`src/rtl/sjf_pkg.sv`:
```
// ---------------------------------------------------------------------------
// Shortest-job-first scheduler package
// Shared field widths, item structs and the command and status groups
// that pass between the controller and the datapath.
// ---------------------------------------------------------------------------
package sjf_pkg;

  // Default sizing of the job store and of the time fields.
  localparam int MAX_JOBS_DEF  = 16;
  localparam int TIME_BITS_DEF = 16;

  // Fixed widths of the channel fields.
  localparam int BURST_W = 16;
  localparam int ARR_W   = 16;
  localparam int JOB_W   = 4;
  localparam int RES_W   = 21;

  // One job as it is loaded.
  typedef struct packed {
    logic [BURST_W-1:0] burst_length;
    logic [ARR_W-1:0]   arrival_time;
    logic               final_job;
  } in_item_t;

  // One scheduled job as it is reported.
  typedef struct packed {
    logic [JOB_W-1:0] job_index;
    logic [RES_W-1:0] turnaround;
    logic [RES_W-1:0] waiting;
    logic             end_of_schedule;
  } out_item_t;

  // Commands from the controller to the datapath.
  typedef struct packed {
    logic load_en;     // store the accepted job
    logic scan_start;  // restart the scan of the job store
    logic rd_en;       // read the next stored job
    logic pick;        // commit the chosen job and advance time
    logic form;        // build the result item
    logic finish;      // drop the job set after its last result
  } sjf_cmd_t;

  // Status from the datapath to the controller.
  typedef struct packed {
    logic scan_last;   // the read issued now is the last stored job
    logic all_done;    // every stored job has been scheduled
  } sjf_sts_t;

endpackage

```
`src/rtl/sjf_ram.sv`:
```
// ---------------------------------------------------------------------------
// Generic single-port-write RAM
// One write port and one read port with registered read data.
// ---------------------------------------------------------------------------
module sjf_ram #(
  parameter int WIDTH = 32,
  parameter int DEPTH = 16
) (
  input  logic                     clk,
  input  logic                     we,
  input  logic [$clog2(DEPTH)-1:0] waddr,
  input  logic [WIDTH-1:0]         wdata,
  input  logic [$clog2(DEPTH)-1:0] raddr,
  output logic [WIDTH-1:0]         rdata
);

  logic [WIDTH-1:0] mem_r [DEPTH];

  // Write port.
  always_ff @(posedge clk) begin
    if (we) begin
      mem_r[waddr] <= wdata;
    end
  end

  // Registered read port.
  always_ff @(posedge clk) begin
    rdata <= mem_r[raddr];
  end

endmodule

```
`src/rtl/sjf_ctrl.sv`:
```
// ---------------------------------------------------------------------------
// Shortest-job-first scheduler controller
// Sequences loading, the store scan, the pick and the result handshake.
// ---------------------------------------------------------------------------
module sjf_ctrl (
  input  logic              clk,
  input  logic              rst_n,
  input  logic              in_valid,
  input  logic              in_final,
  output logic              in_stall,
  output logic              out_valid,
  input  logic              out_stall,
  output sjf_pkg::sjf_cmd_t cmd,
  input  sjf_pkg::sjf_sts_t sts
);
  import sjf_pkg::*;

  localparam logic [2:0] ST_LOAD  = 3'd0;
  localparam logic [2:0] ST_SCAN  = 3'd1;
  localparam logic [2:0] ST_DRAIN = 3'd2;
  localparam logic [2:0] ST_PICK  = 3'd3;
  localparam logic [2:0] ST_FORM  = 3'd4;
  localparam logic [2:0] ST_EMIT  = 3'd5;

  logic [2:0] state_r;
  logic [2:0] state_nxt;
  logic       in_acc;
  logic       out_acc;

  assign in_stall  = (state_r != ST_LOAD);
  assign out_valid = (state_r == ST_EMIT);
  assign in_acc    = in_valid && !in_stall;
  assign out_acc   = out_valid && !out_stall;

  // Next state and datapath commands.
  always_comb begin
    state_nxt = state_r;
    cmd       = '0;
    case (state_r)
      ST_LOAD: begin
        cmd.load_en = in_acc;
        if (in_acc && in_final) begin
          cmd.scan_start = 1'b1;
          state_nxt      = ST_SCAN;
        end
      end
      ST_SCAN: begin
        cmd.rd_en = 1'b1;
        if (sts.scan_last) begin
          state_nxt = ST_DRAIN;
        end
      end
      ST_DRAIN: state_nxt = ST_PICK;
      ST_PICK: begin
        cmd.pick  = 1'b1;
        state_nxt = ST_FORM;
      end
      ST_FORM: begin
        cmd.form  = 1'b1;
        state_nxt = ST_EMIT;
      end
      ST_EMIT: begin
        if (out_acc) begin
          if (sts.all_done) begin
            cmd.finish = 1'b1;
            state_nxt  = ST_LOAD;
          end else begin
            cmd.scan_start = 1'b1;
            state_nxt      = ST_SCAN;
          end
        end
      end
      default: state_nxt = ST_LOAD;
    endcase
  end

  // State register.
  always_ff @(posedge clk) begin
    if (!rst_n) begin
      state_r <= ST_LOAD;
    end else begin
      state_r <= state_nxt;
    end
  end

endmodule

```
`src/rtl/sjf_dpath.sv`:
```
// ---------------------------------------------------------------------------
// Shortest-job-first scheduler datapath
// Job store, scan compare, schedule clock and the result register.
// ---------------------------------------------------------------------------
module sjf_dpath #(
  parameter int MAX_JOBS  = sjf_pkg::MAX_JOBS_DEF,
  parameter int TIME_BITS = sjf_pkg::TIME_BITS_DEF
) (
  input  logic               clk,
  input  logic               rst_n,
  input  sjf_pkg::sjf_cmd_t  cmd,
  output sjf_pkg::sjf_sts_t  sts,
  input  sjf_pkg::in_item_t  in_item,
  output sjf_pkg::out_item_t out_item
);
  import sjf_pkg::*;

  localparam int IDX_W = $clog2(MAX_JOBS);
  localparam int CNT_W = $clog2(MAX_JOBS + 1);
  localparam int CT_W  = TIME_BITS + $clog2(MAX_JOBS) + 1;
  localparam int IN_W  = (TIME_BITS > BURST_W) ? TIME_BITS : BURST_W;
  localparam int OUT_W = (CT_W > RES_W) ? CT_W : RES_W;
  localparam int JO_W  = (IDX_W > JOB_W) ? IDX_W : JOB_W;

  // Control registers.
  logic [CNT_W-1:0]    count_r,   count_nxt;
  logic [CNT_W-1:0]    sched_r,   sched_nxt;
  logic [IDX_W-1:0]    scan_idx_r, scan_idx_nxt;
  logic [MAX_JOBS-1:0] done_r,    done_nxt;
  logic [CT_W-1:0]     time_r,    time_nxt;
  logic                rd_vld_r;
  logic [IDX_W-1:0]    rd_idx_r;
  logic                af_r,      af_nxt;
  logic                lf_r,      lf_nxt;

  // Best-candidate payload registers.
  logic [TIME_BITS-1:0] ab_r, aa_r, lb_r, la_r;
  logic [IDX_W-1:0]     ai_r, li_r;

  // Chosen-job payload registers.
  logic [CT_W-1:0]      wait_r;
  logic [TIME_BITS-1:0] burst_r;
  logic [IDX_W-1:0]     idx_r;
  out_item_t            out_r;

  // Store interface.
  logic [IN_W-1:0]        ld_burst_ext, ld_arr_ext;
  logic                   wr_en;
  logic [2*TIME_BITS-1:0] wr_data, rd_data;
  logic [TIME_BITS-1:0]   q_burst, q_arr;

  // Scan compare and pick signals.
  logic                 pending, arrived, upd_a, upd_l;
  logic [CT_W-1:0]      start_t, wait_nxt;
  logic [TIME_BITS-1:0] sel_arr, sel_burst;
  logic [IDX_W-1:0]     sel_idx;
  logic [OUT_W-1:0]     tat_w, wait_w;
  logic [JO_W-1:0]      job_w;

  // Inputs are taken modulo the time width.
  assign ld_burst_ext = IN_W'(in_item.burst_length);
  assign ld_arr_ext   = IN_W'(in_item.arrival_time);
  assign wr_data      = {ld_arr_ext[TIME_BITS-1:0], ld_burst_ext[TIME_BITS-1:0]};
  assign wr_en        = cmd.load_en && (count_r < CNT_W'(MAX_JOBS));

  sjf_ram #(
    .WIDTH (2 * TIME_BITS),
    .DEPTH (MAX_JOBS)
  ) u_store (
    .clk   (clk),
    .we    (wr_en),
    .waddr (count_r[IDX_W-1:0]),
    .wdata (wr_data),
    .raddr (scan_idx_r),
    .rdata (rd_data)
  );

  assign q_burst = rd_data[TIME_BITS-1:0];
  assign q_arr   = rd_data[2*TIME_BITS-1:TIME_BITS];

  // Compare the job read back against both running candidates: the shortest
  // arrived job, and the earliest arrival (shortest burst among equals).
  assign pending = rd_vld_r && !done_r[rd_idx_r];
  assign arrived = CT_W'(q_arr) <= time_r;
  assign upd_a   = pending && arrived && (!af_r || (q_burst < ab_r));
  assign upd_l   = pending && (!lf_r || (q_arr < la_r) ||
                               ((q_arr == la_r) && (q_burst < lb_r)));

  // With no arrived job, time jumps to the earliest pending arrival.
  always_comb begin
    if (af_r) begin
      start_t   = time_r;
      sel_arr   = aa_r;
      sel_burst = ab_r;
      sel_idx   = ai_r;
    end else begin
      start_t   = CT_W'(la_r);
      sel_arr   = la_r;
      sel_burst = lb_r;
      sel_idx   = li_r;
    end
  end
  assign wait_nxt = start_t - CT_W'(sel_arr);

  // Next values of the control registers.
  always_comb begin
    count_nxt    = count_r;
    sched_nxt    = sched_r;
    scan_idx_nxt = scan_idx_r;
    done_nxt     = done_r;
    time_nxt     = time_r;
    af_nxt       = af_r || upd_a;
    lf_nxt       = lf_r || upd_l;
    if (wr_en) begin
      count_nxt = count_r + CNT_W'(1);
    end
    if (cmd.scan_start) begin
      scan_idx_nxt = '0;
      af_nxt       = 1'b0;
      lf_nxt       = 1'b0;
    end else if (cmd.rd_en) begin
      scan_idx_nxt = scan_idx_r + IDX_W'(1);
    end
    if (cmd.pick) begin
      done_nxt[sel_idx] = 1'b1;
      time_nxt          = start_t + CT_W'(sel_burst);
      sched_nxt         = sched_r + CNT_W'(1);
    end
    if (cmd.finish) begin
      count_nxt = '0;
      sched_nxt = '0;
      done_nxt  = '0;
      time_nxt  = '0;
    end
  end

  always_ff @(posedge clk) begin
    if (!rst_n) begin
      count_r    <= '0;
      sched_r    <= '0;
      scan_idx_r <= '0;
      done_r     <= '0;
      time_r     <= '0;
      rd_vld_r   <= 1'b0;
      af_r       <= 1'b0;
      lf_r       <= 1'b0;
    end else begin
      count_r    <= count_nxt;
      sched_r    <= sched_nxt;
      scan_idx_r <= scan_idx_nxt;
      done_r     <= done_nxt;
      time_r     <= time_nxt;
      rd_vld_r   <= cmd.rd_en;
      af_r       <= af_nxt;
      lf_r       <= lf_nxt;
    end
  end

  // Candidate payloads follow the compare results.
  always_ff @(posedge clk) begin
    rd_idx_r <= scan_idx_r;
    if (upd_a) begin
      ab_r <= q_burst;
      aa_r <= q_arr;
      ai_r <= rd_idx_r;
    end
    if (upd_l) begin
      lb_r <= q_burst;
      la_r <= q_arr;
      li_r <= rd_idx_r;
    end
    if (cmd.pick) begin
      wait_r  <= wait_nxt;
      burst_r <= sel_burst;
      idx_r   <= sel_idx;
    end
    if (cmd.form) begin
      out_r <= {job_w[JOB_W-1:0], tat_w[RES_W-1:0], wait_w[RES_W-1:0], sts.all_done};
    end
  end

  // Turnaround is the wait plus the burst; results are reported modulo 2^21.
  assign tat_w  = OUT_W'(wait_r) + OUT_W'(burst_r);
  assign wait_w = OUT_W'(wait_r);
  assign job_w  = JO_W'(idx_r);

  assign sts.scan_last = (CNT_W'(scan_idx_r) + CNT_W'(1)) == count_r;
  assign sts.all_done  = (sched_r == count_r);
  assign out_item      = out_r;

endmodule

```
`src/rtl/shortest_job_first_scheduler_core.sv`:
```
// ---------------------------------------------------------------------------
// Non-preemptive shortest-job-first scheduler
// Loads a job set, then reports the jobs in run order with their times.
// ---------------------------------------------------------------------------
// Usage:
//   The input channel takes one job item per cycle (burst length, arrival
//   time, final flag) while in_stall is low. Jobs beyond MAX_JOBS are
//   dropped. The item with final_job set ends loading; in_stall then stays
//   high until the last result of the set has been taken.
//   The result channel gives one item per job in run order: job index,
//   turnaround, waiting time, and end_of_schedule on the last one.
//   For each result the controller reads every job from the store through
//   its single read port, then drains the read, picks the job and advances
//   time, forms the result and offers it.
//   While out_stall is high the result holds and the scheduler waits.
//   After the last result the block returns to loading with an empty set.
//   Reset (rst_n low, synchronous) empties the job set and enters loading;
//   the job store itself is not cleared.
// ---------------------------------------------------------------------------
module shortest_job_first_scheduler_core #(
  parameter int MAX_JOBS  = sjf_pkg::MAX_JOBS_DEF,
  parameter int TIME_BITS = sjf_pkg::TIME_BITS_DEF
) (
  input  logic               clk,
  input  logic               rst_n,
  input  logic               in_valid,
  output logic               in_stall,
  input  sjf_pkg::in_item_t  in_item,
  output logic               out_valid,
  input  logic               out_stall,
  output sjf_pkg::out_item_t out_item
);
  import sjf_pkg::*;

  sjf_cmd_t cmd;
  sjf_sts_t sts;

  // Sequencing.
  sjf_ctrl u_ctrl (
    .clk       (clk),
    .rst_n     (rst_n),
    .in_valid  (in_valid),
    .in_final  (in_item.final_job),
    .in_stall  (in_stall),
    .out_valid (out_valid),
    .out_stall (out_stall),
    .cmd       (cmd),
    .sts       (sts)
  );

  // Store, scan and timing.
  sjf_dpath #(
    .MAX_JOBS  (MAX_JOBS),
    .TIME_BITS (TIME_BITS)
  ) u_dpath (
    .clk      (clk),
    .rst_n    (rst_n),
    .cmd      (cmd),
    .sts      (sts),
    .in_item  (in_item),
    .out_item (out_item)
  );

endmodule

```
`config.mk`:
```
export PLATFORM = sky130hd
export DESIGN_NAME = shortest_job_first_scheduler_core
export DESIGN_NICKNAME = d
export VERILOG_FILES = /design/src/rtl/sjf_pkg.sv /design/src/rtl/sjf_ram.sv /design/src/rtl/sjf_ctrl.sv /design/src/rtl/sjf_dpath.sv /design/src/rtl/shortest_job_first_scheduler_core.sv
export SDC_FILE = /design/constraint.sdc
export NUM_CORES = 1
export LEC_CHECK = 0
export ABC_AREA = 0
export ABC_CLOCK_PERIOD_IN_PS = 6500
export BUFFER_PORTS_ARGS = -buffer_cell sky130_fd_sc_hd__buf_4
export CORE_ASPECT_RATIO = 0.8
export CORE_MARGIN = 2
export CORE_UTILIZATION = 23
export CTS_BUF_LIST = sky130_fd_sc_hd__clkbuf_4 sky130_fd_sc_hd__clkbuf_8
export CTS_CLUSTER_SIZE = 28
export DETAILED_ROUTE_END_ITERATION = 8
export PLACE_DENSITY = 0.36
export SYNTH_ARGS = -nofsm -noshare
export SYNTH_HDL_FRONTEND = slang
export SYNTH_SLANG_ARGS = --single-unit
```
`constraint.sdc`:
```
create_clock -name clk -period 6.5 [get_ports clk]
set_input_delay 0.65 -clock clk [delete_from_list [all_inputs] [get_ports clk]]
set_output_delay 0.65 -clock clk [all_outputs]
set_load 0.1 [all_outputs]
```
Yosys cells after proc, flatten, opt, wreduce, memory -nomap -nowiden:

Memory sizes are Yosys's and may differ from the RTL's. A register that Yosys moved wholly into a read port is not among the register bits.
Cells that the tools add are included.

* bits in registers: 221
* bits in latches: 0
* bits in writable memories: 512
* memory bits (read-only): 0
* input bits: 37
* memories: 1

Memory list
* u_dpath.u_store.mem_r: depth 16, width 32, read ports 1, clocked after memory_dff 1, wr ports 1, line sjf_ram.sv:17 `logic [WIDTH-1:0] mem_r [DEPTH];`

* add/subtract/negate cells: 7
* multiply operators: 0
* divide/modulo/power cells: 0
* $lt $le $gt $ge: 8
* eq/ne operators: 11
* shift-type cells: 0
* mux-type cells: 26
* bitwise gates (word level): 2
* reductions and logical operators: 25

Operators with widths (number)
* 16-bit < comparator: 3
* 21-bit by 16-bit adder with 21-bit output: 2
* 16-bit two-way mux: 2
* 16-bit by 21-bit less-or-equal comparator with 1-bit output: 1
* 21-bit two-way mux: 1
* 21-bit by 16-bit subtractor with 21-bit output: 1
* 3-bit one-hot mux with 6 select lines: 1
* 16-bit == test: 1
* 16-bit bitwise OR: 1
* 1-bit two-way mux: 15
* 5-bit by 1-bit adder with 5-bit output (second input constant): 2
* 5-bit == test: 2
* 1-bit logical AND: 10
* 4-bit by 5-bit < comparator with 1-bit output (second input constant): 2
* 3-bit two-way mux: 3
* 3-bit by 2-bit == test with 1-bit output (second input constant): 2
* 3-bit == test (second input constant): 2
* 4-bit by 1-bit adder with 5-bit output (second input constant): 1
* 1-bit zero test: 5
* 1-bit logical OR: 5
* 5-bit < comparator (second input constant): 1
* 4-bit by 1-bit adder with 4-bit output (second input constant): 1
* 1-bit binary-select mux with 4-bit select: 1
* 1-bit demux with 4-bit select: 1
* 11 further kinds: 13

Logic depth before layout (Yosys ltp):

* depth in word-level cells: 7
* depth in mapped cells: 14

Cells and area by module:

A second synthesis with hierarchy kept.

* cell total of the unflattened synthesis: 1940
* area, all modules: 31838.0 sq um

Modules (own cells, without submodules)
* sjf_ram: times used 1, cells an instance 838, area each 19835.3 sq um
* sjf_dpath: times used 1, cells an instance 1071, area each 11752.5 sq um
* sjf_ctrl: times used 1, cells an instance 31, area each 250.2 sq um

Worst setup path before layout:

No wires, ideal clock.

* path type: reg-to-reg
* start: register u_dpath.ab_r[1]
* end: register u_dpath.aa_r[0] (enable)
* data arrival time: 4.552 ns
* required time: 6.005 ns
* slack: 1.453 ns
* stages on the path, launching flop included: 9
* path buffers: 0
* period minus slack after synthesis: 5.047 ns
* cell sequence: edfxtp_1 -> inv_1 -> ha_1 -> a21o_1 -> a211oi_1 -> nor3_1 -> a2111oi_0 -> o211ai_1 -> a311oi_1

* cells in the longest elaborated chain, start to end: 3

RTL lines
* start, declared: line sjf_dpath.sv:37 `logic [TIME_BITS-1:0] ab_r, aa_r, lb_r, la_r;`
* start signal, assigned: line sjf_dpath.sv:163 `ab_r <= q_burst;`
* 16-bit < comparator: line sjf_dpath.sv:85 `assign upd_a = pending && arrived && (!af_r || (q_burst < ab_r));`
* 1-bit logical OR: line sjf_dpath.sv:85
* 1-bit logical AND: line sjf_dpath.sv:85
* net u_dpath.upd_a: line sjf_dpath.sv:53 `logic pending, arrived, upd_a, upd_l;`
* end signal, assigned: line sjf_dpath.sv:164 `aa_r <= q_arr;`
* end, declared: line sjf_dpath.sv:37

The timed path passes the listed nets, and every way through them passes these cells.
A chain may end at the register's enable or synchronous reset.

Worst setup path in the final report:

* start: register u_dpath.af_r
* end: register u_dpath.time_r[14]

* cells in the longest elaborated chain, start to end: 2

RTL lines
* start, declared: line sjf_dpath.sv:33 `logic af_r, af_nxt;`
* start signal, assigned: line sjf_dpath.sv:154 `af_r <= af_nxt;`
* 21-bit two-way mux / 16-bit two-way mux (equally long branches): line sjf_dpath.sv:91 `if (af_r) begin`
* 21-bit by 16-bit adder with 21-bit output (*): line sjf_dpath.sv:126 `time_nxt = start_t + CT_W'(sel_burst);`
* end signal, assigned: line sjf_dpath.sv:152 `time_r <= time_nxt;`
* end, declared: line sjf_dpath.sv:30 `logic [CT_W-1:0] time_r, time_nxt;`

Every way passes the cells marked *; elsewhere a longest branch is shown, timed or not.

==> impl_metrics.py <==
metrics = {
    "detailed_routing": {
        "wl_per_cell_um": 21.1,
        "dr.pass1.iters": 7,
        "finalWirelength_um": 85000,
        "vias": 17166,
        "viasPerCell": 4.27,
        "postRouteAntennaNets": 0,
        "drtIter0Drc": 1261,
        "drc": 0,
    },
    "grt": {
        "grt_pass1_vias": 18082,
        "grt_pass1_wl_um": 123000,
        "antenna_found_initial": 7,
        "grt_max_degree": 131,
        "grt_overflow_total": 0,
        "track_usage_pct": 12.0,
    },
    "place": {
        "routabilityCongestion": 0.773,
        "dpl.hpwl_um": 48400,
        "postPlaceCellArea_um2": 34900,
        "dpl_worst_slack_ns": 2.68,
        "portBuffers": 85,
        "dp.cells": 3776,
    },
    "timing": {
        "setup_viol": 0,
        "fmax_mhz": 260,
        "hold_viol": 0,
        "fin_crit_ns": 3.85,
        "tightestPinTransition_ns": 1.28,
        "fin_tns_setup_ns": 0,
        "clock_skew_ns": 0.0522,
        "slew_viol_final": 0,
        "holdWs_ns": 0.121,
        "fin_crit_sh_pct": 59.3,
        "fin_ws_ns": 2.65,
        "rsz0062_at_grt": "false",
        "slew_headroom_pct": 13.6,
    },
    "critical_path": {
        "reg2reg_slack_ns": 2.65,
        "startpoint_type": "flip-flop",
        "worstPathRequired_ns": 7.15,
        "critPathCaptureType": "flip-flop",
        "crit_path_max_fanout": 61,
        "crit_type": "flip-flop to flip-flop",
        "crit_arrival_ns": 4.50,
    },
    "synthesis": {
        "ys_ff_latch": 765,
        "synth_warnings": 0,
        "ys_types": 73,
        "synth-edff-count": 672,
        "netlist_area_um2": 31900,
        "syn-num-nets": 2033,
        "synth.avg_cell_area_um2": 17.0,
        "ys_seq_area_share_pct": 69.1,
        "synthArstFlopShare_pct": 0,
        "synth_cells": 1877,
        "ys.flop_type": "edfxtp_1",
    },
    "run_status": {
        "status": "finished, final reports clean",
    },
    "power": {
        "finalPower_mw": 11.2,
        "p_seq_share_pct": 49.8,
        "cellLeakagePower_nw": 12.4,
        "power_switching_mw": 2.72,
        "power.density_nw_per_um2": 296,
        "ir_drop_uv": 192,
        "p_clk_share_pct": 41.5,
        "power.internal_mw": 8.47,
        "p_sw_share_pct": 24.3,
        "combPwrFrac_pct": 8.6,
    },
    "cells_and_area": {
        "final_common_cell": "edfxtp_1",
        "area_growth_pct": 18.5,
        "fillers": 13898,
        "post-route-util_pct": 27.4,
        "final_cell_mix": "edfxtp_1 (672), mux4_2 (165), clkbuf_8 (143)",
        "drive_above_1_share_pct": 24.7,
        "finalInstanceArea_um2": 37800,
        "finalNetCount": 2211,
        "layoutNonFillerInstCount": 4022,
    },
    "clock_tree": {
        "cts_num_sinks": 765,
        "clockBufferDepth": 3,
        "cts_setup_buffers": 0,
        "clk_pin_slew_ns": 0.06,
        "cts-root-buf": "clkbuf_8",
        "clock_latency_ns": 0.84,
        "cts_buffers": 136,
        "cts_tree": "done",
        "htree_num_levels": 4,
    },
    "floorplanning": {
        "die_w_um": 420,
        "io_pins": 86,
        "rows": 122,
        "die_height_um": 337,
        "core-area_um2": 138000,
        "initial_core_util_pct": 23.1,
        "die_area_um2": 142000,
    },
    "worst_hold_path": {
        "hold_path_class": "input port to flip-flop",
    },
    "flow_run": {
        "maxCapViolCount": 0,
    },
}
[metal layers]
layer	share of wire (%)	track usage [%]	wire length [um]
met1	48	16.6	40700
met2	45	18.6	38600
met3	4.7	3.02	4010
met4	1.9	3.76	1630
met5	0.027	0	23
[power by group through the flow]
stage          clock, mW  sequential (mW)  combinational, mW
2_1_floorplan          0             5.64              0.648
3_3_place_gp           0             5.68              0.969
3_5_place_dp           0             5.68              0.980
4_1_cts             4.85             5.58              0.986
5_1_grt             5.06             5.59               1.07
6_report            4.65             5.58              0.966
[worst max-delay path, stage by stage, from the launching register on]
cell      delay [ns]
dfxtp_4         0.76
nor2_1          0.14
a21oi_1         0.31
inv_1           0.16
fa_1            0.48
a211oi_1        0.31
nor2_1          0.13
o31ai_1         0.62
nor3_1          0.11
a211oi_1        0.34
mux2i_1         0.23
o31ai_1         0.08
[registers in the layout, summed over array words and instances, names as in the netlist, 21 cells and up]
signal,cells
u_dpath.time_r,21
u_dpath.out_item,47
u_dpath.u_store.mem_r,512
u_dpath.wait_r,21
u_dpath.u_store.rdata,32
[kinds of logic (layout without fill, tap and decap cells)]
kind of cell / count (synthesis) / in the layout / share of synthesized area [%]
AOI/OAI and AO/OA: 281 / 281 / 5.54
xor gates and xnor gates: 65 / 65 / 1.79
adders and majority gates: 119 / 119 / 4.74
buffers and inverters: 158 / 442 / 1.93
DFF: 765 / 765 / 69.1
muxes: 189 / 189 / 12.4
other: 0 / 1 / 0
and+or+nand+nor: 300 / 300 / 4.44
[synthesized netlist by cell type, types with 4 or more instances]
cell,instances,share of area [%]
nand2_1,103,1.2
a221oi_1,4,0.11
nand2b_1,14,0.27
nor4_1,4,0.078
nor2b_1,7,0.14
nor2_1,81,0.95
mux4_2,165,12
a21oi_1,94,1.5
a211oi_1,15,0.35
mux2i_1,22,0.69
buf_1,8,0.094
nor3_1,22,0.35
o21ai_0,67,1.1
nand4_1,17,0.33
inv_1,86,1.0
nand3_1,17,0.27
o21a_1,5,0.12
and4_1,5,0.14
o21bai_1,4,0.094
edfxtp_1,672,63
dfxtp_1,93,5.8
xnor2_1,40,1.1
buf_2,15,0.24
ha_1,116,4.6
and3_1,5,0.098
a21o_1,36,0.85
nand4b_1,4,0.11
o31ai_1,5,0.12
xor2_1,25,0.69
o211ai_1,6,0.14
and2_1,7,0.14
clkbuf_1,47,0.55
a31oi_1,9,0.18
[cell type report]
type | instances | area, um2 | area share (%)
multi-input combinational | 954 | 9380 | 24.8
sequential | 765 | 22100 | 58.4
tap | 1860 | 2330 | 6.16
clock buffer | 194 | 2350 | 6.23
inverter | 86 | 323 | 0.855
antenna | 1 | 2.50 | 0.00663
timing repair buffer | 112 | 868 | 2.30
clock inverter | 50 | 459 | 1.22
[path summary, 6_finish.rpt]
path / depth (start not counted) / endpoint / startpoint
worst min-delay path: 1 / u_dpath.u_store.mem_r[10][26]$_DFFE_PP_ / in_item[11]
worst min register to register: 0 / u_dpath.rd_idx_r[1]$_DFF_P_ / u_dpath.scan_idx_r[1]$_SDFFE_PP0P_
worst max register to register: 11 / u_dpath.time_r[14]$_SDFFE_PP0P_ / u_dpath.af_r$_SDFF_PP0_
worst max-delay path: 11 / u_dpath.time_r[14]$_SDFFE_PP0P_ / u_dpath.af_r$_SDFF_PP0_
[timing repair]
action                                 CTS  global route
resized for setup                        0             0
endpoints found under the hold margin   16             0
hold buffers                             1             0
(Power assumes the default switching activity.)
